$ cat src/tst_ram.sv
// Generic single-write, single-read RAM with registered read data.
module tst_ram #(
  parameter int WIDTH = 8,
  parameter int DEPTH = 16
) (
  input  logic                     clk,
  input  logic                     we,
  input  logic [$clog2(DEPTH)-1:0] waddr,
  input  logic [WIDTH-1:0]         wdata,
  input  logic [$clog2(DEPTH)-1:0] raddr,
  output logic [WIDTH-1:0]         rdata
);

  logic [WIDTH-1:0] mem [DEPTH];

  always_ff @(posedge clk) begin
    if (we) begin
      mem[waddr] <= wdata;
    end
    rdata <= mem[raddr];
  end

endmodule

$ cat config.mk
export PLATFORM = sky130hd
export DESIGN_NAME = tst_ram
export DESIGN_NICKNAME = d
export VERILOG_FILES = /design/src/tst_ram.sv
export SDC_FILE = /design/constraint.sdc
export NUM_CORES = 1
export LEC_CHECK = 0
export BUFFER_PORTS_ARGS = -buffer_cell sky130_fd_sc_hd__buf_2
export CAP_MARGIN = 10
export CORE_MARGIN = 8
export CORE_UTILIZATION = 45
export CTS_BUF_LIST = sky130_fd_sc_hd__clkbuf_4
export DETAILED_ROUTE_END_ITERATION = 7
export PLACE_DENSITY_LB_ADDON = 0.05
export SYNTH_ARGS = -nofsm -noshare
export SYNTH_HDL_FRONTEND = slang
export SYNTH_SLANG_ARGS = --single-unit
$ cat constraint.sdc
create_clock -name clk -period 2.3 [get_ports clk]
set_clock_uncertainty 0.2 [all_clocks]
set_input_delay 0.23 -clock clk [delete_from_list [all_inputs] [get_ports clk]]
set_output_delay 0.23 -clock clk [all_outputs]
set_load 0.1 [all_outputs]
# --- Word-level counts from Yosys, hierarchy flattened ---
# Memory sizes are Yosys's and may differ from the RTL's. A register that Yosys moved wholly into a read port is not among the register bits.
# Index checks and enable logic that the tools add are counted.
op_classes:
  mux: 2
ops:
  columns: ["cell", "count"]
  rows:
  - ["1-bit 2-to-1 mux", 2]
word_totals:
  mem_count: 1
  word_cells: 3
  output_inout_bits: 8
  inputBits: 18
  ram_bits: 128
  register_bits: 0
mem_list:
  columns: ["name", "depth", "width", "rd", "rd_ports_with_merged_regs", "write_ports", "line_no", "source"]
  rows:
  - ["mem", 16, 8, 1, 1, 1, "14", "logic [WIDTH-1:0] mem [DEPTH];"]

# --- Depth between registers and ports, before layout ---
# Gate-level depths: netlist of the first run.
logic_depth:
  ltp_word: 2
  depth_mapped: 5
  ltp_nobuf: 3

# --- Worst setup path before layout of the first run ---
# Ideal clock, no wire load.
synth_timing:
  path_kind: "input port to flip-flop"
  startpoint: "input port waddr[2]"
  endpoint: "memory mem[0][0], enable pin"
  arrival_time_ps: 1340
  t_required_ps: 1717
  path_slack_ps: 377
  setup_ps: 383
  path_buffers: 0
  path_stages: 2
  cell_sequence: "or3b_2 -> nor3_1"
synth_rtl:
  columns: ["element", "line_no", "source"]
  rows:
  - ["start, declared", "8", "input logic [$clog2(DEPTH)-1:0] waddr,"]
  - ["end, declared", "14", null]
# Straight into the memory's write port.

# --- Worst setup path after layout of the first run ---
layout_timing:
  startpoint: "register rdata[0], read port of mem"
  endpoint: "output port rdata[0]"
layout_rtl:
  columns: ["element", "line_no", "source"]
  rows:
  - ["start, declared", "11", "output logic [WIDTH-1:0] rdata"]
# No word-level cell between the ends.

==> results.md, run 1 <==
- Root buffer cell: clkbuf_4
- CTS tree: built
- Initial DRC count: 127
- Netlist cell types: 19
- Sequential Power Share: 0.637
- Row count: 39
- Area of the multi-input gates: about 1100 um^2
- Area grow syn2layout: 13.88%
- Post-CTS Hold Fix Bufs: 8
- Syn nets: approximately 250
- Tcrit/Tclk final: 0.7724
- Sequential area share after synthesis: 0.7778
- Diodes inserted: 0
- Detailed-placement wirelength estimate: between 6000 and 7000 um
- RSZ-0062 raised after global routing: no
- Int Pwr: about 0.0033 W
- Cell Chain, Critical Path: buf_2
- Hold Fails Final Rpt: 0
- Chip Width: between 100 and 150 um
- GPL Wtd Cong: 0.7382
- Clk_lat worst skew: approximately 0.51 ns
- Gr ovfl total: 0
- Most frequent cell after synthesis: edfxtp_1
- Synth Register Bits: around 140
- R2r setup slk: 0.70 ns
- Post-synth EDFFs: around 130
- Asr flop ratio synth: 0
- Die Span Y: ~120 um
- Hold Path Class: input pin to flop
- Net Switching: between 0.001 and 0.0015 W
- Layout fillers: between 800 and 900
- Share of cells above drive strength 1: 0.2977
- PD cells: 744.9 nW/um^2
- Port-buffer cells: 25
- Min cycle time layout: between 1.5 and 2 ns
- Worst r2r src: mem[2][2]
- FF/Latch Area: 4004 um^2
- Worst-Margin Slew: approximately 0.55 ns
- Die ar.: between 15000 and 20000 um^2
- Cell family with most CP delay: buffers and inverters
- Num ports: 26
- Routed vias/inst: 5.367
- Average size of a mapped cell: ~22 um^2
- Post-CTS resize count: 0
- Pin count of the biggest net entering global routing: 33
- Startpoint types: flop
- Initial DRT Pass Iterations: 5
- Final WL: a little under 10000 um
- Post-CTS setup buffer count: 0
- Via Count: ~2400
- Maximum root-to-sink buffer count: 2
- GRT Total Usage: 0.1445
- ANT nets after route: 0
- H-tree lvl count: 4
- Post-Route Setup TNS: 0 ns
- Worst Path Buf+Inv: 1
- CP max stage cell: buf_2
- Critical path arrival: 1.35 ns
- Area leader, netlist: edfxtp_1
- Worst hold slack: 0.05464 ns
- CP peak stage delay: 0.46 ns
- Syn Inst Count: between 200 and 250
- Cell count after placement: between 400 and 500
- Logic pwr share: 0.089
- Nets: about 310
- Slew Limit Fails: 0
- Top-area cell type share of the netlist area: 0.7467
- Synthesized area: approximately 5000 um^2
- Initial antenna violation count: 0
- Outcome: finished clean
- Max-cap violations: 0
- Crit path kind: flop to output pin
- Hold Path Sink: mem[1][0]
- Wire per inst: around 22 um
- Hold path depth: 3
- Vias in the first global route: 2500
- Peak VDD IR: between 0.4 and 0.5 mV
- Finished Layout Cells: roughly 450
- Sw Ratio: 0.2344
- Num CTS Buffers: 17
- Synth Warn #: 0
- Max-slew headroom: 0.6311
- Worst-path clk slew: 0.09 ns
- R2R depth: 3
- Dominant cells by area after synthesis: edfxtp_1, mux4_2, mux4_1
- Max FO, Critical Path: 1
- First-pass GRT wire length: about 15000 um
- Fmax achieved: ~0.56 GHz
- Core Box Area: around 11000 um^2
- CTS Sinks: 136
- Hold Crit Start: waddr[3]
- Static leakage power: 1.989 nW
- CP Data Required Time: 1.87 ns
- Synth Flop Type: edfxtp_1
- DR DRC count: 0
- Final setup vio count: 0
- Most frequent cells after synthesis: edfxtp_1, mux4_2, a22oi_1
- Crit path capture type: output pin
- Clk pwr share: 0.274
- R2r endpoint: rdata[2]
- Initial Util: 0.4567
==> tightest hold or removal path, stage by stage <==
cell    delay (ns)
buf_2         0.10
or3b_2        0.15
nor2_1        0.09
==> placed cells by master, fill, tap and decap left out <==
| cell type | count |
|---|---|
| mux4_2 | 18 |
| mux4_1 | 14 |
| nand3b_1 | 2 |
| dfxtp_1 | 8 |
| dlygate4sd3_1 | 8 |
| buf_12 | 2 |
| nand2b_1 | 2 |
| nor2b_1 | 1 |
| edfxtp_1 | 128 |
| or3b_2 | 1 |
| and2b_1 | 1 |
| and2_1 | 1 |
| nor2_1 | 13 |
| clkbuf_4 | 22 |
| clkinv_2 | 1 |
| nand2_1 | 9 |
| nor3_1 | 4 |
| buf_4 | 23 |
| buf_2 | 25 |
| clkinv_1 | 9 |
| nand3_1 | 1 |
| a22oi_1 | 16 |
==> stage by stage <==
step                      setup slack, ns  utilization  instance area, um^2  total power [W]
after floorplan                    0.3771            -                 5147         0.003096
after global placement             0.3703       0.4948                 5578         0.003224
after detailed placement           0.3728       0.4948                 5578         0.003227
after CTS                          0.4624       0.5200                 5862         0.004415
after global routing               0.4257       0.5200                 5862         0.004545
final                              0.5236       0.5200                 5862         0.004367
==> per-layer routing <==
| metal | routed length, um | vias up | track usage | share of wire |
|---|---|---|---|---|
| met5 | 0 | - | 0 | 0 |
| met4 | 89 | 0 | 0.04570 | 0.0090 |
| met3 | 450 | 7 | 0.04795 | 0.046 |
| met2 | 4646 | 55 | 0.2192 | 0.47 |
| met1 | 4690 | 1254 | 0.1945 | 0.47 |
| li1 | - | 1110 | - | - |
==> cell type report <==
cell class	count	share of cell area
sequential	136	0.6830
multi-input combinational	83	0.1804
timing repair buffer	58	0.07129
tap	143	0.03052
clock buffer	22	0.02817
clock inverter	10	0.006617
==> power groups by stage <==
stage          registers [W]  logic, W  clock network, W
4_1_cts              0.00278  0.000398           0.00123
3_3_place_gp         0.00284  0.000384                 0
5_1_grt              0.00279  0.000417           0.00134
3_5_place_dp         0.00284  0.000387                 0
6_report             0.00278  0.000390           0.00120
2_1_floorplan        0.00295  0.000141                 0
==> worst max-delay path by stage <==
stage	startpoint	to	depth (start not counted)
CTS	rdata[6]	rdata[6]	1
global placement	raddr[0]	rdata[2]	5
detailed placement	raddr[0]	rdata[5]	5
global route	rdata[6]	rdata[6]	1
finish	rdata[0]	rdata[0]	1
floorplan	waddr[2]	mem[0][0]	2
==> kinds of logic after synthesis <==
logic type,after synthesis,synth area share
flops,136,0.7778
simple gates,35,0.03184
mux,32,0.1502
compound gates,16,0.02334
buf+inv,10,0.01677
==> flip-flops by register name, indices dropped and copies added (netlist names) <==
signal and flops:
mem 128, rdata 8
(Power assumes the default switching activity.)
==> run 2: changes to the inputs <==
Settings changed: ABC_AREA set to 1.
Clock period 2.3 ns to 1.7 ns, I/O delays scaled along.
==> run 2 against run 1 <==
  * Synthesized area rose by 12%
  * Die area rose by 10%
  * Hold slack improved by 0.013 ns
  * Total power rose by 41%
  * Global-route usage rose by 2.5 points
  * Count of clock-buffer cells in the layout rose by 3
  * Cell area rose by 12%
  * Sequential share of layout area fell by 7.2 points
  * Register-to-register slack got worse by 0.63 ns
  * Synthesized cell count rose by 140%
  * Highest routed layer unchanged
==> results.md, run 2 <==
- Outcome: finished clean
- Tcrit/Tclk final: 0.9755
- Gr ovfl total: 0
- Initial DRT Pass Iterations: 5
- PD cells: around 940 nW/um^2
- Static leakage power: 2.858 nW
- Cell count after placement: between 700 and 800
- Fmax achieved: 0.6030 GHz
- CP Data Required Time: approximately 2.0 ns
- Largest regs: mem (128), rdata (8)
- Initial DRC count: 370
- ANT nets after route: 0
- Net Switching: 0.001550 W
- Routed vias/inst: ~4.7
- Slew Limit Fails: 0
- Worst-path clk slew: between 0.1 and 0.15 ns
- Max FO, Critical Path: 10
- Worst-Margin Slew: about 0.4 ns
- Int Pwr: around 0.0046 W
- Wire per inst: 16.29 um
- Syn nets: approximately 570
- Most frequent cell after synthesis: nand2_1
- Die ar.: between 15000 and 20000 um^2
- Clk_lat worst skew: 0.55 ns
- Startpoint types: input pin
- Post-CTS setup buffer count: 0
- Average size of a mapped cell: ~10 um^2
- R2r setup slk: about 0.07 ns
- Vias in the first global route: 3635
- Diodes inserted: 0
- Crit path kind: input pin to flop
- Number of flip-flops in the largest register: ~130
- Post-Route Setup TNS: 0 ns
- Share of cells above drive strength 1: 0.1337
- Detailed-placement wirelength estimate: ~8000 um
- Most frequent cells after synthesis: nand2_1, edfxtp_1, inv_1
- Initial Util: 0.4588
- Syn Inst Count: approximately 550
- Sequential area share after synthesis: 0.6943
- R2R depth: 7
- Clk pwr share: 0.282
- DR DRC count: 0
- Final setup vio count: 0
- Hold Path Sink: mem[2][5]
- Sw Ratio: 0.2518
- Synth Register Bits: about 140
- Final Core Density: 0.5211
- Root buffer cell: clkbuf_4
- Biggest register: mem
- Finished Layout Cells: a little under 800
- Via Count: between 3000 and 4000
- Peak VDD IR: between 0.5 and 0.6 mV
- Initial antenna violation count: 0
- H-tree lvl count: 4
- Final WL: 12920 um
- First-pass GRT wire length: 20640 um
- Worst r2r src: mem[15][2]
- Port-buffer cells: 25
- Min cycle time layout: between 1.5 and 2 ns
- CTS Sinks: between 100 and 150
- Area grow syn2layout: 13.56%
- Max-cap violations: 0
- Dominant cells by area after synthesis: edfxtp_1, nand2_1, nand3_1
- Netlist cell types: 12
- Critical path arrival: roughly 2.0 ns
- Row count: 41
- Die Span Y: approximately 130 um
- R2r endpoint: rdata[2]
- Top-area cell type share of the netlist area: 0.6665
- Commonest non-fill, non-tap cell in the layout: nand2_1
- Crit path capture type: flop
- Hold Crit Start: we
- GPL Wtd Cong: slightly below 0.8
- Hold Fails Final Rpt: 0
- Synth Flop Type: edfxtp_1
- Num CTS Buffers: 17
- Post-synth EDFFs: roughly 130
- CTS tree: built
- Core Box Area: between 10000 and 15000 um^2
- Chip Width: ~130 um
- RSZ-0062 raised after global routing: no
- Nets: about 630
- Num ports: 26
- Dpl ws: ~0.21 ns
- Final worst setup slack: 0.04161 ns
- Most frequent cells in the layout: nand2_1, edfxtp_1, inv_1, nand3_1, buf_4
- Logic pwr share: 0.106
- Hold Path Class: input pin to flop
- GRT Total Usage: 0.1699
- Hold path depth: 4
- Area leader, netlist: edfxtp_1
- Maximum root-to-sink buffer count: 2
- Sequential Power Share: 0.612
- Pin count of the biggest net entering global routing: 65
- Asr flop ratio synth: 0
- Synthesized area: 5767 um^2
- Synth Warn #: 0
- Max-slew headroom: 0.7384
-- run 2: changes by cell type in the layout (fill, tap and decap cells not counted), sizes merged, moves of 2 or more --
cell         change
inv            +102
nand3           +96
mux4            -32
clkinv           -5
a22oi           -16
nand2b           -2
nor3             -4
clkbuf           +4
nand2          +164
nor2             +4
dlygate4sd3      +4
-- run 2: cells by family after synthesis --
| group | share of synthesized area |
|---|---|
| buf+inv | 0.09525 |
| simple gates | 0.2105 |
| flops | 0.6943 |
-- run 2: metal layers --
layer	up-vias	part of all wire	track usage
met5	-	0	0
met4	0	0.014	0.07049
met3	18	0.044	0.04108
li1	1890	-	-
met1	1760	0.49	0.2330
met2	91	0.45	0.2528
-- run 2: timing repair --
item / in CTS / in global routing
endpoints found under the setup margin: 7 / 3
hold buffers: 13 / 0
resized for setup: 7 / 2
hold endpoints to repair: 136 / 0
-- run 2: power by group through the flow --
| stage | clock (W) | combinational (W) | sequential, W |
|---|---|---|---|
| finish | 0.00174 | 0.000651 | 0.00377 |
| detailed placement | 0 | 0.000621 | 0.00384 |
| global placement | 0 | 0.000621 | 0.00384 |
| global route | 0.00193 | 0.000714 | 0.00377 |
| floorplan | 0 | 0.000264 | 0.00400 |
| CTS | 0.00180 | 0.000658 | 0.00377 |
-- run 2: per-stage QoR --
step / area (um^2) / hold WS, ns / total power (W)
floorplan: 5767 / 0.06887 / 0.004260
global placement: 6186 / 0.3747 / 0.004463
detailed placement: 6186 / 0.3670 / 0.004465
CTS: 6553 / 0.01631 / 0.006224
global route: 6549 / 0.05072 / 0.006415
finish: 6549 / 0.06716 / 0.006155
-- run 2: cell type report --
cell class	instances	area (um^2)
fillers	1173	6020
flip-flops and latches	136	4004
multi-input cells	289	1214
repair buffers	63	514.2
inverters	102	382.9
well taps	172	215.2
clock buffers	25	187.7
clock inverters	6	31.28
-- run 2: worst max-delay path: stages --
cell and delay, ns:
buf_2 0.10, dlygate4sd3_1 0.56, inv_2 0.21, nand3_1 0.12, nand3_1 0.10, nand3_1 0.07
dlygate4sd3_1 0.56, nand2_1 0.05
-- run 2: worst max-delay path by stage --
stage / cells after the start / from / end / slack, ns
2_1_floorplan: 2 / waddr[2] / mem[10][0] / 0.38
5_1_grt: 7 / mem[15][2] / rdata[2] / 0.005
3_3_place_gp: 8 / raddr[0] / rdata[7] / 0.23
6_report: 8 / raddr[1] / rdata[2] / 0.04
4_1_cts: 1 / rdata[1] / rdata[1] / 0.002
3_5_place_dp: 8 / raddr[0] / rdata[1] / 0.21
==> run 3: changes to the inputs <==
Settings changed: CAP_MARGIN 10 to unset, CTS_BUF_LIST sky130_fd_sc_hd__clkbuf_4 to sky130_fd_sc_hd__clkbuf_8, PLACE_DENSITY_LB_ADDON 0.05 to unset.
==> run 3 against run 2 <==
  * Non-clock buffer count down 5
  * Clock power up 47%
  * Sequential power about the same
  * Total power up 13%
  * Die area unchanged
  * Cell area up 1.2%
  * First-iteration DRC count down 29%
  * Via count up 0.24%
  * Worst setup slack better by 0.060 ns
  * Count of clock-buffer cells in the layout down 8
  * Fmax up 3.8%
==> results.md, run 3 (same netlist as run 2, synthesis figures left out) <==
- Logic pwr share: 0.091
- DR DRC count: 0
- Dpl ws: around 0.12 ns
- FF/Latch Area: approximately 4000 um^2
- Slew Limit Fails: 0
- CTS tree: built
- Grt met1 use: 0.2151
- Detailed-placement wirelength estimate: around 8000 um
- Int Pwr: roughly 0.0053 W
- Num ports: 26
- Finished Layout Cells: 789
- Hold Path Class: input pin to flop
- Peak VDD IR: 0.6084 mV
- CP peak stage delay: ~0.43 ns
- Num CTS Buffers: 17
- Initial DRT Pass Iterations: 5
- Outcome: finished clean
- Final Core Density: 0.5271
- Clk_lat worst skew: 0.44 ns
- CTS Sinks: 136
- Static leakage power: 2.897 nW
- Clk pwr share: 0.367
- Post-DP Area: slightly above 6000 um^2
- Crit path capture type: output pin
- Routed vias/inst: approximately 4.8
- Area grow syn2layout: 14.88%
- Number of flip-flops in the largest register: ~130
- Net Switching: roughly 0.0016 W
- Largest regs: mem (128), rdata (8)
- Core Box Area: around 13000 um^2
- Cell count after placement: roughly 750
- Biggest register: mem
- Max-slew headroom: 0.5809
- GPL Wtd Cong: 0.8170
- Sw Ratio: 0.2372
- Most frequent cells in the layout: nand2_1, edfxtp_1, inv_1, nand3_1, buf_2
- Post-Route Setup TNS: 0 ns
- Final worst setup slack: between 0.1 and 0.15 ns
- CP Data Required Time: about 1.3 ns
- GR Util met3: 0.03780
- H-tree lvl count: 4
- Cell family with most CP delay: buffers and inverters
- Maximum root-to-sink buffer count: 2
- Worst-path clk slew: ~0.070 ns
- GR peak layer: met2
- Area of the multi-input gates: between 1000 and 1500 um^2
- GRT Total Usage: 0.1710
- Root buffer cell: clkbuf_8
- Diodes inserted: 0
- Initial DRC count: 263
- Vias in the first global route: approximately 3800
- Sequential Power Share: 0.542
- Via Count: 3768
- Max-cap violations: 0
- Initial antenna violation count: 0
- RSZ-0062 raised after global routing: no
- CP max stage cell: buf_2
- Share of cells above drive strength 1: 0.1248
- Wire per inst: approximately 17 um
- Post-route cell area: about 6600 um^2
- Gr ovfl total: 0
- Layout fillers: ~1100
- Final WL: between 10000 and 15000 um
- Port-buffer cells: 25
- Initial Util: 0.4588
- Chip Width: between 100 and 150 um
- Pin count of the biggest net entering global routing: 65
- Crit path kind: flop to output pin
- Cell Chain, Critical Path: buf_2
- Commonest non-fill, non-tap cell in the layout: nand2_1
- Max FO, Critical Path: 1
- Global routing usage on met2: 0.2748
- Startpoint types: flop
- Hold Fails Final Rpt: 0
- Nets: 622
- PD cells: between 1000 and 1500 nW/um^2
- Min cycle time layout: 1.598 ns
- Worst-Margin Slew: around 0.63 ns
- First-pass GRT wire length: between 20000 and 25000 um
- Final setup vio count: 0
- Tcrit/Tclk final: 0.9400
- Critical path arrival: 1.23 ns
- Fmax achieved: around 0.63 GHz
- ANT nets after route: 0
- Die ar.: between 15000 and 20000 um^2
- Worst Path Buf+Inv: 1
- Die Span Y: ~130 um
- Row count: 41
[run 3: changes by cell type in the layout (fill, tap and decap cells not counted), sizes merged]
cell	before	now
inv	102	104
clkinvlp	1	0
buf	50	49
clkbuf	26	17
bufinv	0	3
dlygate4sd3	12	9
clkinv	5	10
[run 3: worst paths after layout]
check                   to  cells after the start        from  slack (ns)
setup / recovery  rdata[3]                      1    rdata[3]        0.10
hold / removal    rdata[4]                      5    raddr[2]        0.09
setup reg to reg  rdata[7]                      6   mem[5][7]        0.48
hold reg to reg   rdata[1]                      6  mem[12][1]        0.47
[run 3: per-stage QoR]
stage          total power (W)  hold slack (ns)
2_1_floorplan         0.004260          0.06887
3_3_place_gp          0.004459           0.3626
3_5_place_dp          0.004466           0.3733
4_1_cts               0.007013          0.06370
5_1_grt               0.007200           0.1088
6_report              0.006947          0.09215
[run 3: layout make-up]
| type | instances | area share |
|---|---|---|
| tap | 172 | 0.03248 |
| clock inverter | 15 | 0.02153 |
| sequential | 136 | 0.6043 |
| timing repair buffer | 58 | 0.06534 |
| inverter | 102 | 0.05779 |
| multi-input combinational | 289 | 0.1832 |
| clock buffer | 17 | 0.03532 |
[run 3: what timing repair did]
action                                 in CTS  in global routing
hold buffers                                9                  0
setup buffers                               0                  0
resized for setup                           0                  0
endpoints found under the hold margin     136                  0
[run 3: routing by layer]
metal  share of wire  wire length, um  vias to the layer above
li1                -                -                     1876
met1            0.45             5863                     1772
met2            0.48             6283                       91
met3           0.042              551                       29
met4           0.028              361                        0
met5               0                0                        -
[run 3: power groups by stage]
stage | Sequential [W] | Clock [W] | Combinational [W]
2_1_floorplan | 0.00400 | 0 | 0.000264
3_3_place_gp | 0.00384 | 0 | 0.000618
3_5_place_dp | 0.00384 | 0 | 0.000624
4_1_cts | 0.00377 | 0.00260 | 0.000641
5_1_grt | 0.00377 | 0.00274 | 0.000688
6_report | 0.00377 | 0.00255 | 0.000632
[run 3: worst min-delay path, cell delays in order]
cell and delay, ns:
buf_2 0.11, buf_4 0.20, nand3_1 0.10, nand3_1 0.06, nand2_1 0.05
